[config.mk]
export PLATFORM = sky130hd
export DESIGN_NAME = emfd_fifo
export DESIGN_NICKNAME = d
export VERILOG_FILES = /design/src/rtl/emfd_pkg.sv /design/src/rtl/emfd_fifo.sv
export SDC_FILE = /design/constraint.sdc
export NUM_CORES = 1
export LEC_CHECK = 0
export BUFFER_PORTS_ARGS = -buffer_cell sky130_fd_sc_hd__buf_4
export CAP_MARGIN = 30
export CORE_ASPECT_RATIO = 0.9
export CORE_MARGIN = 4
export CORE_UTILIZATION = 52
export DETAILED_ROUTE_END_ITERATION = 6
export GPL_ROUTABILITY_DRIVEN = 0
export PLACE_DENSITY = 0.84
export SLEW_MARGIN = 30
export SYNTH_ARGS = -nofsm -noshare
export SYNTH_HDL_FRONTEND = slang
export SYNTH_SLANG_ARGS = --single-unit
[constraint.sdc]
create_clock -name clk -period 3.7 [get_ports clk]
set_input_delay 0 -clock clk [delete_from_list [all_inputs] [get_ports clk]]
set_output_delay 0 -clock clk [all_outputs]
set_load 0.03 [all_outputs]
[src/rtl/emfd_pkg.sv]
// Package: shared types and constants for the energy meter frame decoder.
package emfd_pkg;
  localparam logic [7:0] HDR_BYTE = 8'h55;
  localparam logic [7:0] SUM_SEED = 8'h58;
  localparam logic [23:0] WRAP_HIGH = 24'hFF0000;
  localparam logic [23:0] WRAP_LOW = 24'h00FFFF;
  localparam logic [2:0] REG_VGAIN = 3'd0;
  localparam logic [2:0] REG_IGAIN = 3'd1;
  localparam logic [2:0] REG_PGAIN = 3'd2;

  typedef struct packed {
    logic        clr;
    logic [23:0] ia;
    logic [23:0] iv;
    logic [23:0] pw;
    logic [23:0] cnt;
  } frame_t;

  typedef struct packed {
    logic [15:0] volts;
    logic [15:0] amps;
    logic [14:0] watts;
    logic [31:0] energy_total;
    logic [23:0] raw_volts;
    logic [23:0] raw_amps;
    logic [23:0] raw_watts;
  } result_t;
endpackage

[src/rtl/emfd_fifo.sv]
// Short queue between front and back ends.
module emfd_fifo #(
  parameter int DEPTH = 2
) (
  input  logic             clk,
  input  logic             rst,
  input  logic             wr_valid,
  output logic             wr_ready,
  input  emfd_pkg::frame_t wr_data,
  output logic             rd_valid,
  input  logic             rd_ready,
  output emfd_pkg::frame_t rd_data
);
  localparam int AW = (DEPTH > 1) ? $clog2(DEPTH) : 1;
  emfd_pkg::frame_t mem [DEPTH];
  logic [AW-1:0] wp, rp;
  logic [AW:0]   cnt;
  logic wr, rd;

  assign wr_ready = cnt != (AW+1)'(DEPTH);
  assign rd_valid = cnt != '0;
  assign wr = wr_valid && wr_ready;
  assign rd = rd_valid && rd_ready;
  assign rd_data = mem[rp];

  always_ff @(posedge clk) begin
    if (rst) begin
      wp <= '0; rp <= '0; cnt <= '0;
    end else begin
      if (wr) wp <= (wp == AW'(DEPTH - 1)) ? '0 : wp + 1'b1;
      if (rd) rp <= (rp == AW'(DEPTH - 1)) ? '0 : rp + 1'b1;
      cnt <= cnt + (AW+1)'(wr) - (AW+1)'(rd);
    end
  end

  always_ff @(posedge clk) begin
    if (wr) mem[wp] <= wr_data;
  end
endmodule

Word level (Yosys, flattened, before mapping)
Memories as Yosys holds them, arrays and structs flattened. A register that Yosys moved wholly into a read port is not among the register bits. Index checks and enable logic that the tools add are counted. W data, S select, Z words.

Eq/ne operators: 1. Divide/modulo/power cells: 0. Bitwise operators: 0. Multiply operators: 0. Add/subtract/negate cells: 4. Magnitude comparators: 0. Reductions and logical operators: 3. Muxes and demuxes: 6. Shift-type cells: 0.

Operators with widths (count): $mux W1 (6); $add A1 B1 Y1 const B (2); $add A2 B1 Y2 (1); $logic_and A1 B1 Y1 (2); $ne A2 B2 Y1 const B (1); $reduce_bool A2 Y1 (1); $sub A2 B1 Y2 (1).

Bits in registers: 4. Latch bits: 0. Memories: 1. Word-level logic and storage cells: 18. Memory bits (writable): 194. Output and inout port bits: 99. Memory bits (read-only): 0.

Memories: mem (words 2, width 97, rd ports 1, clocked after Yosys merged registers in 1, wr ports 1, line emfd_fifo.sv:15) `emfd_pkg::frame_t mem [DEPTH];`.

Depth between registers and ports, before layout
Gate-level depths: netlist of the first run.

Word-level depth: 4. Gate-level depth with buffers: 6.

Worst setup path before layout of the first run
Ideal clock, no wire load.

Kind: flip-flop to flip-flop. Start: reg cnt[0]. End: mem mem[1][0] (netlist name) (enable). Path slack: 0.104 ns. Period minus slack after synthesis: 3.596 ns. Arrival: 3.129 ns. Path buffers: 0. Stages on the path, launching flop included: 3. Required time: 3.233 ns. Setup time: 0.467 ns. Cell sequence: dfxtp_1 -> nand2b_1 -> and3_1.

Word-level cells in the longest chain between the ends: 4.

RTL lines: start: declaration (line emfd_fifo.sv:17) `logic [AW:0] cnt;`; start signal: assignment (line emfd_fifo.sv:32) `cnt <= cnt + (AW+1)'(wr) - (AW+1)'(rd);`; $ne A2 B2 Y1 (line emfd_fifo.sv:20) `assign wr_ready = cnt != (AW+1)'(DEPTH);`; via wr_ready (line emfd_fifo.sv:8) `output logic wr_ready,`; $logic_and A1 B1 Y1 (line emfd_fifo.sv:22) `assign wr = wr_valid && wr_ready;`; $mux W1 (line emfd_fifo.sv:37) `if (wr) mem[wp] <= wr_data;`; $mux W1 (not written as such) (line emfd_fifo.sv:37); end: declaration (line emfd_fifo.sv:15).

The timed path passes the listed nets, and every way through them passes these cells.

==> results of run 1 <==
## flip-flops by register name (all words and copies together), names as in the netlist, named ones only
signal and cells:
cnt 2, wp 1, mem 194, rp 1
## through the flow
stage | setup WS [ps] | cell area, um^2
5_1_grt | 1250 | 10700
4_1_cts | 1340 | 10700
3_3_place_gp | 1590 | 9090
3_5_place_dp | 1500 | 9090
2_1_floorplan | 104 | 7370
6_report | 1360 | 10700
## cell families after synthesis
kind of cell | count (synthesis) | share of synthesized area [%]
AO/OA/AOI/OAI | 7 | 0.696
flip-flops | 199 | 80.4
AND/OR/NAND/NOR | 13 | 0.950
buffers and inverters | 12 | 1.22
multiplexers | 98 | 16.5
XOR/XNOR | 1 | 0.119
adder cells (fa/ha/maj) | 1 | 0.170
## layout by cell type, fill, tap and decap left out, types with 3 or more instances in the layout
cell           Yosys  final
buf_4              0    201
bufinv_16          0      4
clkbuf_16          0     17
clkinv_2           0      3
clkinvlp_4         0      3
dfxtp_1            5      4
dlygate4sd3_1      0    101
edfxtp_1         194    194
mux2_2            67     67
mux2_4            30     30
nor2_1             5      5
## where the power goes
part / switching (mW) / leakage [nW] / internal, mW
registers: 0.149 / 1.86 / 2.74
clock network: 0.791 / 0.299 / 1.14
logic: 1.03 / 1.94 / 0.859
total: 1.97 / 4.10 / 4.74
## worst max-delay path by stage
stage                      start          end
after global routing        flop  rd_data[96]
after CTS                   flop  rd_data[86]
final                       flop  rd_data[96]
after global placement    cnt[0]   mem[0][84]
after floorplan           cnt[0]    mem[1][0]
after detailed placement  cnt[0]   mem[0][82]
## per-layer routing
layer	share of wire (%)	vias to the layer above	wire length, um	global-route usage (%)
met1	39	2083	6200	23.1
met5	0	-	0	0
met2	53	163	8310	35.1
li1	-	1937	-	-
met3	6.9	14	1090	7.63
met4	0.92	0	145	4.95
## final cells by class
class,count,area (um^2),area share (%)
well taps,193,241,2.25
inverters,1,6.26,0.0583
flip-flops and latches,199,5930,55.3
clock buffers,17,425,3.97
repair buffers,304,2560,23.9
multi-input cells,120,1360,12.7
clock inverters,15,199,1.85
==> impl_metrics.yaml, run 1 <==
final_layout:
  final_core_util_pct: 76.9
  syn2layout_area_growth_pct: 45.4
  fin_nets: 745
  stdcell_count: 849
  drive_above_1_share_pct: 51.2
  antennaDiodeCount: 0
  fillers: 762
cts:
  ctsRootBufferMaster: "clkbuf_16"
  h-tree-depth: 4
  cts.repair.resized: 0
  hold_buffers: 101
  clk_pin_slew_worst_paths_ps: 70
  clk_latency_ps: 420
  cts_sinks: 199
  postCtsSetupBuffers: 0
  cts_tree: "done"
  cts_made_buffers: 17
  clockBufferDepth: 2
synthesis:
  synth_warnings: 0
  synth_seq_cells: 199
  synthDistinctLibCells: 24
  syn_inst: 331
  syn_area_per_cell_um2: 22.3
  synth_most_common_cell: "edfxtp_1"
  ys.flop_type: "edfxtp_1"
  yosysTopAreaCell: "edfxtp_1"
  synth_edf_count: 194
  ys_seq_area_share_pct: 80.4
  ys_top_cells_by_area: "edfxtp_1, mux2_2, mux2_4, dfxtp_1, buf_6"
  syn_nets: 433
  synthArstFlopShare_pct: 0
  syn-cell-area_um2: 7370
  synth_top_area_share_pct: 79.0
  synth_common_cells: "edfxtp_1, mux2_2, mux2_4, buf_2"
floorplanning:
  initial_utilization_pct: 52.9
  chipWidth_um: 134
  dieArea_um2: 16200
  coreArea_um2: 14000
  dieHeight_um: 121
  fp-row-count: 41
  ioPinCount: 200
drt:
  detail_route.iter0.violations: 276
  post-route-drc-count: 0
  dr.pass1.iters: 4
  routed_wl_mm: 15.8
  viasPerCell: 4.94
  route.vias.total: 4197
  wl_per_cell_um: 18.6
  ant_nets: 0
setup_path:
  crit_type: "reg -> out"
  path_delay_family: "flip-flops"
  critPathRequiredTime_ps: 3700
  path_max_fanout: 66
  worstPathCellList: "buf_12 > mux2_2 > buf_4"
  r2r_slack_ps: 1510
  cp_num_buf_inv: 2
  max_stage_delay_ps: 980
  arrival_ps: 2340
  rr_endpoint: "mem[0][86]"
  start_kind: "flop"
  crit_slowest_cell: "dfxtp_4"
  cp-end-kind: "primary output"
  path_depth: 3
  r2r-start: "cnt[0]"
  r2r_cells: 4
timing:
  tightest_slew_ps: 976
  rsz0062_at_grt: "false"
  relSlewSlack_pct: 34.9
  post-route-min-period_ps: 2340
  fin_setup_tns_ps: 0
  setup_viol: 0
  slew_violations: 0
  holdWs_ps: 302
  finalClockSkew_ps: 9.29
  period_share_pct: 63.2
  final-hold-violation-count: 0
  fmaxAchievable_mhz: 427
min_path:
  hold_depth: 2
  hold_path.class: "in -> reg"
  min_from: "wr_data[19]"
  holdPathEnd: "mem[0][19]"
global_routing:
  grt_max_degree: 67
  antenna_found_initial: 0
  grt_pass1_vias: 4622
  grt_pass1_wl_mm: 24.4
  gr-usage-all-layers_pct: 19.9
  grt_overflow_total: 0
place:
  placedCellCount: 716
  dp_hpwl_mm: 9.10
  portBuffers: 199
power_and_ir_drop:
  p_total_mw: 6.70
  power.density_nw_per_um2: 625
  leakagePower_nw: 4.10
  peakVddDrop_v: 0.000610
outcome:
  outcome: "complete, no violations"
run:
  max-cap-violations: 0
No activity file was read; power rests on OpenSTA's default activity.
==> run 2: changes to the inputs <==
--- a/config.mk
+++ b/config.mk
@@ -5,6 +5,7 @@
 export SDC_FILE = /design/constraint.sdc
 export NUM_CORES = 1
 export LEC_CHECK = 0
+export ABC_AREA = 1
 export BUFFER_PORTS_ARGS = -buffer_cell sky130_fd_sc_hd__buf_4
 export CAP_MARGIN = 30
 export CORE_ASPECT_RATIO = 0.9
==> constraint.sdc (replaced) <==
create_clock -name clk -period 2.45 [get_ports clk]
set_input_delay 0 -clock clk [delete_from_list [all_inputs] [get_ports clk]]
set_output_delay 0 -clock clk [all_outputs]
set_load 0.03 [all_outputs]
==> run 2 against run 1 <==
Effect of this change:
- die area shrank 0.29%
- largest power group unchanged
- synthesized area down 0.31%
- highest routed layer unchanged
- combinational power is 90% higher
- clock power increased by 41%
- cell count is 0.35% higher
- sequential power is 54% higher
- sequential share of layout area up 0.24 points
- global-route usage up 0.83 points
==> impl_metrics.yaml, run 2 <==
outcome:
  outcome: "complete, no violations"
power_and_ir_drop:
  swShare_pct: 31.9
  combinationalPowerShare_pct: 33.3
  seq_power_share_pct: 41.4
  pwr-share-clk_pct: 25.3
  p_sw_mw: 3.44
  peakVddDrop_v: 0.000834
  p_int_mw: 7.34
  leakagePower_nw: 4.10
  power.density_nw_per_um2: 1010
global_routing:
  gr-usage-all-layers_pct: 20.7
  grt_pass1_vias: 4652
  grt_max_degree: 64
  grt_overflow_total: 0
  antenna_found_initial: 0
  grt_pass1_wl_mm: 25.2
final_layout:
  drive_above_1_share_pct: 51.4
  antennaDiodeCount: 0
  multi_input_area_um2: 1340
  fin_nets: 752
  final_common_cell: "buf_4"
  final_cell_mix: "buf_4, edfxtp_1, dlygate4sd3_1, mux2_2, mux2_4"
  top_regs: "mem x194, cnt x2"
  stdcell_count: 852
  largest_register_ffs: 194
  syn2layout_area_growth_pct: 45.3
  seqCellArea_um2: 5930
  fillers: 701
  top_register: "mem"
  final_core_util_pct: 78.5
timing:
  relSlewSlack_pct: 52.6
  rsz0062_at_grt: "false"
  fmaxAchievable_mhz: 506
  fin_setup_tns_ps: 0
  setup_ws_ps: 474
  period_share_pct: 80.6
  tightest_slew_ps: 711
  slew_violations: 0
  post-route-min-period_ps: 1980
  holdWs_ps: 38.6
  setup_viol: 0
  finalClockSkew_ps: 10.2
  final-hold-violation-count: 0
drt:
  detail_route.iter0.violations: 262
  post-route-drc-count: 0
  top_layer_used: "met4"
  wl_met1_mm: 6.33
  dr_wl_met3_mm: 1.08
  viasPerCell: 4.97
  ant_nets: 0
  dr.pass1.iters: 4
  met2_length_mm: 8.69
  routed_wl_mm: 16.4
  wl_per_cell_um: 19.2
  route.vias.total: 4237
synthesis:
  synthArstFlopShare_pct: 0
  yosysTopAreaCell: "edfxtp_1"
  syn_area_per_cell_um2: 21.8
  syn-cell-area_um2: 7350
  syn_inst: 338
  ys_seq_area_share_pct: 80.6
  syn_nets: 440
  synth_common_cells: "edfxtp_1, mux2_2, mux2_4, nor2_1"
  synth_seq_cells: 199
  ys_top_cells_by_area: "edfxtp_1, mux2_2, mux2_4, dfxtp_1, buf_6"
  synth_warnings: 0
  synth_top_area_share_pct: 79.2
  synth_edf_count: 194
  synth_most_common_cell: "edfxtp_1"
  ys.flop_type: "edfxtp_1"
  synthDistinctLibCells: 14
floorplanning:
  initial_utilization_pct: 54.0
  dieArea_um2: 16100
  chipWidth_um: 133
  ioPinCount: 200
  dieHeight_um: 121
  coreArea_um2: 13600
  fp-row-count: 40
min_path:
  hold_path.class: "in -> reg"
cts:
  cts_made_buffers: 17
  cts_tree: "done"
  ctsRootBufferMaster: "clkbuf_16"
  cts.repair.resized: 0
  clk_latency_ps: 420
  h-tree-depth: 4
  clockBufferDepth: 2
  clk_pin_slew_worst_paths_ps: 70
  cts_sinks: 199
place:
  dp_hpwl_mm: 9.52
  pre_cts_ws_ps: 838
  portBuffers: 199
  placedCellCount: 721
setup_path:
  cp-end-kind: "primary output"
  critPathRequiredTime_ps: 2450
  path_max_fanout: 50
  arrival_ps: 1980
  start_kind: "flop"
  crit_type: "reg -> out"
run:
  max-cap-violations: 0
[run 2: cell types whose count changed in the layout (fill, tap and decap cells not counted), sizes merged, moves of 2 or more]
cell / change
a21bo: -2
buf: +2
bufinv: -2
dlygate4sd3: -2
inv: +8
nand2: +8
nor2: +4
nor2b: -2
o21ai: -2
[run 2: power by group through the flow]
stage	clock network [mW]	logic (mW)	registers (mW)
after floorplan	0	2.31	4.49
after global placement	0	3.42	4.49
after CTS	2.77	3.60	4.46
after global routing	2.92	3.78	4.50
after detailed placement	0	3.46	4.53
final	2.73	3.59	4.46
[run 2: final cells by class]
| cell class | count | share of cell area [%] |
|---|---|---|
| Sequential cell | 199 | 55.5 |
| Multi-Input combinational cell | 120 | 12.5 |
| Clock inverter | 15 | 1.42 |
| Inverter | 8 | 0.281 |
| Timing Repair Buffer | 304 | 24.0 |
| Tap cell | 189 | 2.21 |
| Clock buffer | 17 | 3.98 |
[run 2: kinds of logic after synthesis]
kind of cell    Yosys count  synth area share [%]
simple gates             19                  1.00
flops                   199                  80.6
mux                      97                  16.4
compound gates            2                 0.136
buf+inv                  19                  1.58
fa+ha+maj                 1                 0.170
xor+xnor                  1                 0.119
[run 2: critical path, cell delays in order, from the launching register on]
cell and delay, ps:
dfxtp_4 360, buf_4 560, mux2_2 440, buf_4 180
[run 2: timing repair]
action | CTS | global route
hold endpoints to repair | 199 | 0
setup buffers | 0 | 0
hold buffers | 99 | 0
[run 2: routing by layer]
metal	global-route usage, %	vias to the layer above
met5	0	-
met4	6.04	0
met3	7.03	28
met2	37.1	172
met1	23.8	2095
li1	-	1942
[run 2: final timing paths]
path | start | slack, ps | cells after the start | endpoint
setup / recovery | flop | 470 | 3 | rd_data[54]
hold / removal | rd_ready | 40 | 5 | flop
setup reg to reg | cnt[1] | 820 | 10 | cnt[1]
hold reg to reg | rp | 510 | 2 | rp
[run 2: through the flow]
step	cell area [um^2]	power [mW]
3_3_place_gp	9110	7.91
4_1_cts	10700	10.8
5_1_grt	10700	11.2
6_report	10700	10.8
3_5_place_dp	9110	7.99
2_1_floorplan	7380	6.80
