[src/rtl/emfd_pkg.sv]
// Package: shared types and constants for the energy meter frame decoder.
package emfd_pkg;
  localparam logic [7:0] HDR_BYTE = 8'h55;
  localparam logic [7:0] SUM_SEED = 8'h58;
  localparam logic [23:0] WRAP_HIGH = 24'hFF0000;
  localparam logic [23:0] WRAP_LOW = 24'h00FFFF;
  localparam logic [2:0] REG_VGAIN = 3'd0;
  localparam logic [2:0] REG_IGAIN = 3'd1;
  localparam logic [2:0] REG_PGAIN = 3'd2;

  typedef struct packed {
    logic        clr;
    logic [23:0] ia;
    logic [23:0] iv;
    logic [23:0] pw;
    logic [23:0] cnt;
  } frame_t;

  typedef struct packed {
    logic [15:0] volts;
    logic [15:0] amps;
    logic [14:0] watts;
    logic [31:0] energy_total;
    logic [23:0] raw_volts;
    logic [23:0] raw_amps;
    logic [23:0] raw_watts;
  } result_t;
endpackage

[src/rtl/emfd_front.sv]
// Front end: byte window, header and checksum match, frame/clear extraction.
module emfd_front #(
  parameter int FRAME_BYTES = 23
) (
  input  logic              clk,
  input  logic              rst,
  input  logic              in_valid,
  output logic              in_ready,
  input  logic              cmd,
  input  logic [7:0]        rx_byte,
  output logic              fr_valid,
  input  logic              fr_ready,
  output emfd_pkg::frame_t  fr
);
  localparam int FW = $clog2(FRAME_BYTES + 1);
  localparam int IW = $clog2(FRAME_BYTES);

  logic [7:0]    win [FRAME_BYTES];
  logic [FW-1:0] fill;
  logic [7:0]    sum;          // running seed + bytes of window except last slot
  logic [7:0]    win_next [FRAME_BYTES];
  logic [FW-1:0] fill_next;
  logic [7:0]    sum_next;
  logic          take, hit;
  logic [7:0]    hsum;

  assign in_ready = !fr_valid || fr_ready;
  assign take = in_valid && in_ready;

  // Sum is maintained incrementally: seed plus bytes 0..fill-1 (capped at frame-1).
  always_comb begin
    hit = 1'b0;
    hsum = '0;
    for (int i = 0; i < FRAME_BYTES; i++) win_next[i] = win[i];
    fill_next = fill;
    sum_next = sum;
    if (take && !cmd) begin
      if (fill == FW'(FRAME_BYTES)) begin
        // drop oldest; window held FRAME_BYTES-1 in sum already minus nothing
        for (int i = 0; i < FRAME_BYTES - 1; i++) win_next[i] = win[i + 1];
        win_next[FRAME_BYTES - 1] = rx_byte;
        sum_next = sum - win[0] + win[FRAME_BYTES - 1];
      end else begin
        win_next[fill[IW-1:0]] = rx_byte;
        fill_next = fill + 1'b1;
        if (fill != FW'(FRAME_BYTES - 1)) sum_next = sum + rx_byte;
      end
      if (fill_next == FW'(FRAME_BYTES)) begin
        hsum = ~sum_next;
        if (win_next[0] == emfd_pkg::HDR_BYTE && hsum == win_next[FRAME_BYTES - 1]) begin
          hit = 1'b1;
          fill_next = '0;
          sum_next = emfd_pkg::SUM_SEED;
        end
      end
    end
  end

  always_ff @(posedge clk) begin
    if (rst) begin
      fill <= '0;
      sum <= emfd_pkg::SUM_SEED;
      fr_valid <= 1'b0;
      for (int i = 0; i < FRAME_BYTES; i++) win[i] <= '0;
    end else begin
      for (int i = 0; i < FRAME_BYTES; i++) win[i] <= win_next[i];
      fill <= fill_next;
      sum <= sum_next;
      if (take) fr_valid <= cmd || hit;
      else if (fr_ready) fr_valid <= 1'b0;
    end
  end

  always_ff @(posedge clk) begin
    if (take) begin
      fr.clr <= cmd;
      fr.ia  <= {win_next[3], win_next[2], win_next[1]};
      fr.iv  <= {win_next[6], win_next[5], win_next[4]};
      fr.pw  <= {win_next[12], win_next[11], win_next[10]};
      fr.cnt <= {win_next[15], win_next[14], win_next[13]};
    end
  end
endmodule

[config.mk]
export PLATFORM = sky130hd
export DESIGN_NAME = emfd_front
export DESIGN_NICKNAME = d
export VERILOG_FILES = /design/src/rtl/emfd_pkg.sv /design/src/rtl/emfd_front.sv
export SDC_FILE = /design/constraint.sdc
export NUM_CORES = 1
export LEC_CHECK = 0
export BUFFER_PORTS_ARGS = -buffer_cell sky130_fd_sc_hd__buf_2
export CORE_MARGIN = 3
export CORE_UTILIZATION = 45
export DETAILED_ROUTE_END_ITERATION = 10
export GPL_TIMING_DRIVEN = 0
export PLACE_DENSITY = 0.68
export SYNTH_ARGS = -nofsm -noshare
export SYNTH_HDL_FRONTEND = slang
export SYNTH_SLANG_ARGS = --single-unit
[constraint.sdc]
create_clock -name clk -period 13.65 [get_ports clk]
set_clock_uncertainty 0.05 [all_clocks]
set_input_delay 2.0475 -clock clk [delete_from_list [all_inputs] [get_ports clk]]
set_output_delay 2.0475 -clock clk [all_outputs]
set_load 0.02 [all_outputs]
* After elaboration in Yosys (flattened, before gate mapping)
Memories as Yosys holds them, arrays and structs flattened.
Index checks and enable logic that the tools add are counted.
** Cells by class
- Add/sub/neg operators :: 4
- Magnitude comparators :: 2
- Equality and inequality tests :: 5
- Muxes and demuxes :: 46
- Bitwise operators :: 25
- Reduce and logical (&&, ||, !) cells :: 9
** Operator list (count)
- $mux 184 :: 3
- $mux 8 :: 29
- $bwmux 184 :: 1
- $demux 8 s5 :: 1
- $or 1x1->1 :: 23
- $mux 5 :: 4
- $add 8x8->8 :: 2
- $eq 5x5->1 const B :: 2
- $eq 8x7->1 const B :: 1
- $eq 8x8->1 :: 1
- $mux 1 :: 8
- $not 8->8 :: 1
- $sub 8x8->8 :: 1
- $ge 6x6->1 const B :: 1
- $lt 6x1->1 const B :: 1
- $not 5->6 :: 1
- $add 5x1->5 const B :: 1
- $ne 5x5->1 const B :: 1
- $logic_and 1x1->1 :: 4
- $logic_not 1->1 :: 2
- $logic_or 1x1->1 :: 2
- $reduce_bool 2->1 :: 1
** Storage, ports and cells
- Register bits :: 111
- Memory bits (writable) :: 184
- Input bits :: 13
- Output and inout bits :: 99
- Word-level logic and storage cells :: 100
- Memories kept :: 1
** Memory list
- win :: words 23, bits a word 8, read ports 23, clocked after memory_dff 0, write ports 23, RTL line emfd_front.sv:18 : logic [7:0] win [FRAME_BYTES];

* Logic depth before layout (Yosys ltp)
Gate-level depths: netlist (run 1).
- Word-level depth :: 15
- Depth in mapped cells :: 15
- Gate-level depth less buffers :: 14

* Worst setup path before layout (run 1)
No wires, ideal clock.
- Kind :: input-to-reg
- From :: input fr_ready
- To :: register (tool-made name)
- Library setup time :: 0.086 ns
- Arrival :: 6.149 ns
- Data required time :: 13.514 ns
- Slack :: 7.365 ns
- Stages :: 9
- Buffers on the path :: 2
- Cells stage by stage :: nand2b_1 -> nand2_1 -> inv_1 -> nand2_1 -> clkbuf_1 -> nor4_1 -> clkbuf_1 -> nor2_1 -> a211oi_1
** RTL lines
- start, declared :: RTL line emfd_front.sv:12 : input logic fr_ready,

==> results of run 1 <==
## cells by family (layout without fill, tap and decap cells)
kind of cell / count (synthesis) / after routing / share of synthesized area, %
compound gates: 440 / 440 / 21.4
xor+xnor: 20 / 20 / 1.34
fa+ha+maj: 27 / 27 / 3.05
buf+inv: 145 / 312 / 4.38
flops: 295 / 295 / 52.7
mux: 11 / 11 / 0.853
simple gates: 441 / 441 / 16.3
## final timing paths
check | endpoint | cells past startpoint
setup / recovery | flip-flop | 11
hold / removal | flip-flop | 2
setup reg to reg | fr_valid | 14
hold reg to reg | flip-flop | 2
## critical path: cells and delay by family
family	cells	cell delay (ns)
buffers and inverters	5	1.66
AND/OR/NAND/NOR	5	1.62
AO/OA/AOI/OAI	1	0.27
## per-layer routing
| metal | vias to the layer above | wire length [µm] |
|---|---|---|
| li1 | 5260 | - |
| met1 | 5274 | 16500 |
| met2 | 534 | 16600 |
| met3 | 74 | 3760 |
| met4 | 0 | 1070 |
| met5 | - | 0 |
## cell usage after synthesis, drive strengths merged (2+ instances only)
master   instances  area, µm²
a2111oi          3       45.1
a211o            2       17.5
a211oi          82        616
a21o             2       15.0
a21oi          101        509
a22oi           89        668
a311oi           2       17.5
a31oi            9       56.3
and2             7       43.8
and3             7       43.8
and4b            3       30.0
buf             33        151
clkbuf          79        297
dfxtp          198       3960
edfxtp          97       2910
fa               8        160
ha              19        238
inv             32        120
mux2i           10        100
nand2          129        484
nand2b           2       12.5
nand3           21        105
nand4            3       25.0
nand4b           3       32.5
nor2           127        477
nor2b          105        657
nor3            15       75.1
nor3b            3       22.5
nor4             4       31.3
nor4b            2       17.5
o211ai           2       15.0
o21ai          104        521
o221ai           2       17.5
o22ai           32        200
or2              4       25.0
or3              2       12.5
xnor2           12        105
xor2             8       70.1
## power groups by stage
stage,clock (mW),combinational (mW),sequential (mW)
detailed placement,0,0.167,0.951
global placement,0,0.164,0.952
global route,0.967,0.184,0.932
CTS,0.930,0.168,0.931
finish,0.919,0.171,0.931
floorplan,0,0.0946,0.968
## area by class of cell
cell class                      count  area [µm²]
Tap cell                          378         473
Sequential cell                   295        6880
Multi-Input combinational cell    939        5610
Clock buffer                       34         818
Timing Repair Buffer              111         578
Buffer                            112         448
Clock inverter                     22         304
Inverter                           33         126
Fill cell                        2575       12900
==> qor.yml, run 1 <==
power_and_ir_drop:
  p_comb_share_pct: 8.5
  p_switching_mw: 0.482
  power.internal_mw: 1.54
  finalPower_mw: 2.02
  leakagePower_nw: 5.38
  clkPwrFrac_pct: 45.5
  switching_share_pct: 23.8
  ir_drop_mv: 0.0961
  powerDensity_nw_per_um2: 133
  power_frac_seq_pct: 46.1
status:
  outcome: "finished, final reports clean"
yosys:
  syn_nets: 1419
  synth_cell_type_count: 63
  yosys_register_bits: 295
  syn_inst: 1379
  ys_seq_area_share_pct: 52.7
  syn_area_per_cell_um2: 9.47
  synth_warnings: 0
  synth_enable_flop_cells: 97
  async_flop_share_pct: 0
  synth_flop_cell: "dfxtp_1"
  synth_area_um2: 13100
clock_network:
  numCtsBuffers: 30
  clock_sinks: 295
  cts_max_path_buffers: 3
  clk_pin_slew_ns: 0.07
  clkLatencyLatePin_ns: 0.56
  root_buffer: "clkbuf_16"
  cts_tree: "built"
  holdBufCountCts: 0
  h-tree-depth: 1
  cts_resized: 0
  post_cts_buffers: 0
placement:
  pre_cts_slack_ns: 7.93
  place.gp.congestion: 0.923
  dp_cells: 1868
  portBuffers: 110
  dp_hpwl_um: 26600
  placed_area_um2: 14100
global_route:
  grt_use_total_pct: 23.8
  grtUsageMet2_pct: 36.1
  grt_start_max_net_pins: 53
  grt-ovfl-total: 0
  first_global_vias: 10200
  grt.met1_usage_pct: 34.5
  grt_pass1_wl_um: 58600
  use_met3_pct: 5.01
  antenna_found_initial: 0
  grt-busiest-layer: "met2"
worst_setup_path:
  path_class: "in -> reg"
  critPathLaunchType: "input pin"
  cp.arrival_ns: 5.61
  cp-startpoint: "fr_ready"
  worstPathRequired_ns: 14.05
  cp_cell_sequence: "buf_2 -> nand2b_1 -> nand2_1 -> inv_4 -> buf_16 -> nand2_1 -> clkbuf_1 -> nor4_1 -> clkbuf_1 -> nor2_1 -> a211oi_1"
  r2r_start: "sum[1]"
  cpPeakStageDelay_ns: 1.00
  cpMaxStageDelayCell: "nor4_1"
  endpoint_kind: "flip-flop"
  path_max_fanout: 52
  r2r_slack_ns: 9.59
layout:
  layout.cells.non_filler: 1924
  final_common_cell: "dfxtp_1"
  drive_gt1_share_pct: 11.8
  diodes: 0
  syn2layout_area_growth_pct: 16.7
  final_cell_mix: "dfxtp_1, nand2_1, nor2_1, buf_2, nor2b_1"
  fin_nets: 1562
  fin_area_um2: 15200
  final_util_pct: 54.1
floorplan:
  rows: 61
  initial_core_util_pct: 46.4
  die_h_um: 176
  dieArea_um2: 31100
  core_area_um2: 28200
  ios: 112
  die_x_um: 176
timing:
  fin_hold_ws_ns: 0.450
  finalHoldViolations: 0
  maxSlewHeadroom_pct: 19.2
  slew_viol_final: 0
  final.min_clock_period_ns: 5.21
  setup_viol: 0
  worst_slack_ns: 8.44
  worst-slew-pin-transition_ns: 1.20
  tns_ns: 0
  max_freq_ghz: 0.192
  period_share_pct: 38.2
  rsz0062_at_grt: "false"
routing:
  via_per_inst: 5.79
  wl_per_cell_um: 19.7
  vias: 11100
  route.detailed.drc: 0
  drt_first_pass_iters: 6
  antenna_left: 0
  drt-initial-drc-count: 1313
  routed_wl_um: 38000
run:
  maxCapViolCount: 0
min_path:
  min_path_type: "reg -> reg"
(Power assumes the default switching activity.)
==> run 2, diff against run 1 <==
Settings changed: ABC_AREA set to 1, PLACE_DENSITY 0.68 to 0.7.
Clock period 13.65 ns to 4.4 ns, I/O delays scaled along.
==> run 2 against run 1 <==
Sequential share of layout area down 2.0 points; global-route usage up 0.45 points; flip-flop and latch count unchanged; final cell count is 17% higher.
==> qor.yml, run 2 <==
status:
  outcome: "finished, final reports clean"
floorplan:
  ios: 112  # unchanged
  dieArea_um2: 32900  # +5.9%
  rows: 63  # +3.3%
  die_x_um: 181  # +2.9%
  initial_core_util_pct: 46.1  # -0.22 points
  die_h_um: 181  # +2.9%
  core_area_um2: 30000  # +6.6%
yosys:
  yosysTopAreaCellShare_pct: 28.6  # -1.8 points
  yosysTopAreaCell: "dfxtp_1"
  synth_common_cells: "inv_1, nand2_1, dfxtp_1, o21ai_0, nor2_1"
  yosysMostFrequentCell: "inv_1"
  ys_seq_area_share_pct: 49.6  # -3.0 points
  syn_area_per_cell_um2: 8.19  # -14%
  synth_warnings: 0  # unchanged
  syn_inst: 1693  # +23%
  synth_flop_cell: "dfxtp_1"
  synth_cell_type_count: 37  # -41%
  synth_enable_flop_cells: 97  # unchanged
  syn_nets: 1733  # +22%
  synth_area_um2: 13900  # +6.1%
  async_flop_share_pct: 0  # unchanged
  yosys_register_bits: 295  # unchanged
  synth_area_leaders: "dfxtp_1, edfxtp_1, inv_1, nand2_1, o21ai_0"
layout:
  final_common_cell: "inv_1"
  drive_gt1_share_pct: 11.5  # -0.38 points
  syn2layout_area_growth_pct: 15.1
  fin_nets: 1875  # +20%
  final_cell_mix: "inv_1, nand2_1, dfxtp_1, o21ai_0, buf_2"
  layout.cells.non_filler: 2249  # +17%
  diodes: 0  # unchanged
worst_setup_path:
  cp.arrival_ns: 3.56  # -2.05 ns
  cpMaxStageDelayCell: "fa_1"
  r2r_end: "sum[0]"
  worstPathRequired_ns: 4.75  # -9.30 ns
  cp_cell_sequence: "inv_1 -> fa_1 -> inv_1 -> fa_1 -> or2_2 -> nand3_1 -> nand2_1 -> nor2_1 -> nand2_1 -> nor2_2 -> nand4_1 -> buf_4 -> nand3_1 -> a21oi_1"
  path_class: "reg -> reg"
  reg2reg_depth: 14  # unchanged
  endpoint_kind: "flip-flop"
  cpPeakStageDelay_ns: 0.54  # -0.46 ns
  critPathLaunchType: "flip-flop"
  r2r_start: "sum[1]"
  r2r_slack_ns: 1.19  # -8.40 ns
  cp-startpoint: "sum[1]"
  path_max_fanout: 10  # -81%
timing:
  setup_viol: 0  # unchanged
  tns_ns: 0  # unchanged
  maxSlewHeadroom_pct: 33.5  # +14 points
  max_freq_ghz: 0.312
  rsz0062_at_grt: "false"
  period_share_pct: 72.9
  slew_viol_final: 0  # unchanged
  finalHoldViolations: 0  # unchanged
  worst-slew-pin-transition_ns: 0.998  # -0.203 ns
  final.min_clock_period_ns: 3.21
routing:
  via_per_inst: 5.50  # -5.1%
  route.detailed.drc: 0  # unchanged
  routed_wl_um: 41200  # +8.5%
  antenna_left: 0  # unchanged
  drt_first_pass_iters: 7  # +1
  vias: 12400  # +11%
  wl_per_cell_um: 18.3  # -7.2%
  drt-initial-drc-count: 1478  # +13%
global_route:
  grt_pass1_wl_um: 64500  # +10%
  first_global_vias: 11600  # +13%
  antenna_found_initial: 0  # unchanged
  grt-ovfl-total: 0  # unchanged
  grt_start_max_net_pins: 76  # +43%
  grt_use_total_pct: 24.3  # +0.45 points
clock_network:
  clkLatencyLatePin_ns: 0.56  # about the same
  post_cts_buffers: 0  # unchanged
  holdBufCountCts: 0  # unchanged
  cts_resized: 0  # unchanged
  cts_tree: "built"
  root_buffer: "clkbuf_16"
  numCtsBuffers: 30  # unchanged
  cts_max_path_buffers: 3  # unchanged
  clk_pin_slew_ns: 0.06  # about the same
  clock_sinks: 295  # unchanged
  h-tree-depth: 1  # unchanged
min_path:
  hold_end: "fr[96]"
  hp-start: "cmd"
  min_path_type: "in -> reg"
  hold_depth: 1  # -1
placement:
  dp_hpwl_um: 30100  # +13%
  dp_cells: 2193  # +17%
  portBuffers: 109  # -0.91%
  place.gp.congestion: 0.958  # +3.7%
power_and_ir_drop:
  leakagePower_nw: 6.69  # +24%
  power_frac_seq_pct: 47.2  # +1.1 points
  p_switching_mw: 1.57  # +230%
  powerDensity_nw_per_um2: 386  # +190%
  power.internal_mw: 4.59  # +200%
  ir_drop_mv: 0.270  # +180%
  p_comb_share_pct: 10.2  # +1.7 points
  switching_share_pct: 25.5  # +1.6 points
  clkPwrFrac_pct: 42.6  # -2.9 points
  finalPower_mw: 6.16  # +200%
run:
  maxCapViolCount: 0  # unchanged
[run 2: changes by cell type after synthesis, moves of 23 or more]
cell | previous run | this run
a211oi_1 | 82 | 8
a22oi_1 | 89 | 32
a31oi_1 | 9 | 48
and2_1 | 2 | 32
buf_1 | 26 | 3
buf_2 | 4 | 30
inv_1 | 32 | 276
nand2_1 | 129 | 235
nand3_1 | 21 | 53
nor2b_1 | 105 | 0
o211ai_1 | 2 | 36
o21a_1 | 1 | 49
o21ai_0 | 94 | 173
[run 2: cell type report]
class	instances	area, µm²
Tap cell	390	488
Multi-Input combinational cell	1020	5490
Clock inverter	18	183
Buffer	100	454
Fill cell	2847	14100
Clock buffer	38	842
Inverter	278	1050
Timing Repair Buffer	110	573
Sequential cell	295	6880
[run 2: critical path: cells and delay by family, from the launching register on]
family / cells / cell delay (ns)
AND/OR/NAND/NOR: 8 / 1.10
adder cells (fa/ha/maj): 2 / 0.98
flip-flops: 1 / 0.46
buffers and inverters: 3 / 0.39
AO/OA/AOI/OAI: 1 / 0.07
[run 2: metal layers]
metal | vias up | global-route usage [%] | share of wire (%)
li1 | 5965 | - | -
met2 | 495 | 38.9 | 45
met1 | 5805 | 33.5 | 43
met4 | 0 | 7.92 | 3.2
met3 | 98 | 4.19 | 9.2
met5 | - | 0 | 0
[run 2: worst max path at each step]
| stage | to | slack, ns | depth (start not counted) |
|---|---|---|---|
| 2_1_floorplan | fr[0] | 1.02 | 4 |
| 3_3_place_gp | fr[0] | 0.23 | 5 |
| 3_5_place_dp | fr[94] | 1.0 | 11 |
| 4_1_cts | sum[0] | 1.20 | 15 |
| 5_1_grt | sum[0] | 0.92 | 17 |
| 6_report | sum[0] | 1.19 | 14 |
[run 2: power by group through the flow]
stage / clock (mW) / sequential (mW) / combinational, mW
2_1_floorplan: 0 / 3.02 / 0.362
3_3_place_gp: 0 / 2.97 / 0.606
3_5_place_dp: 0 / 2.97 / 0.618
4_1_cts: 2.65 / 2.91 / 0.622
5_1_grt: 2.77 / 2.91 / 0.697
6_report: 2.62 / 2.91 / 0.629
[run 2: metrics by stage]
step	instance area, µm²	setup WS, ns	hold WS, ns	utilization, %
2_1_floorplan	13900	1.02	0.380	-
3_3_place_gp	14900	0.227	0.397	49.6
3_5_place_dp	14900	0.996	0.400	49.7
4_1_cts	15900	1.20	0.283	53.1
5_1_grt	15900	0.923	0.289	53.1
6_report	15900	1.19	0.293	53.1
[run 2: cell families after synthesis]
logic type	after synthesis	synth area share, %
AO/OA/AOI/OAI	516	21.8
AND/OR/NAND/NOR	472	14.6
buffers and inverters	378	10.8
XOR/XNOR	5	0.316
adder cells (fa/ha/maj)	27	2.87
flip-flops	295	49.6
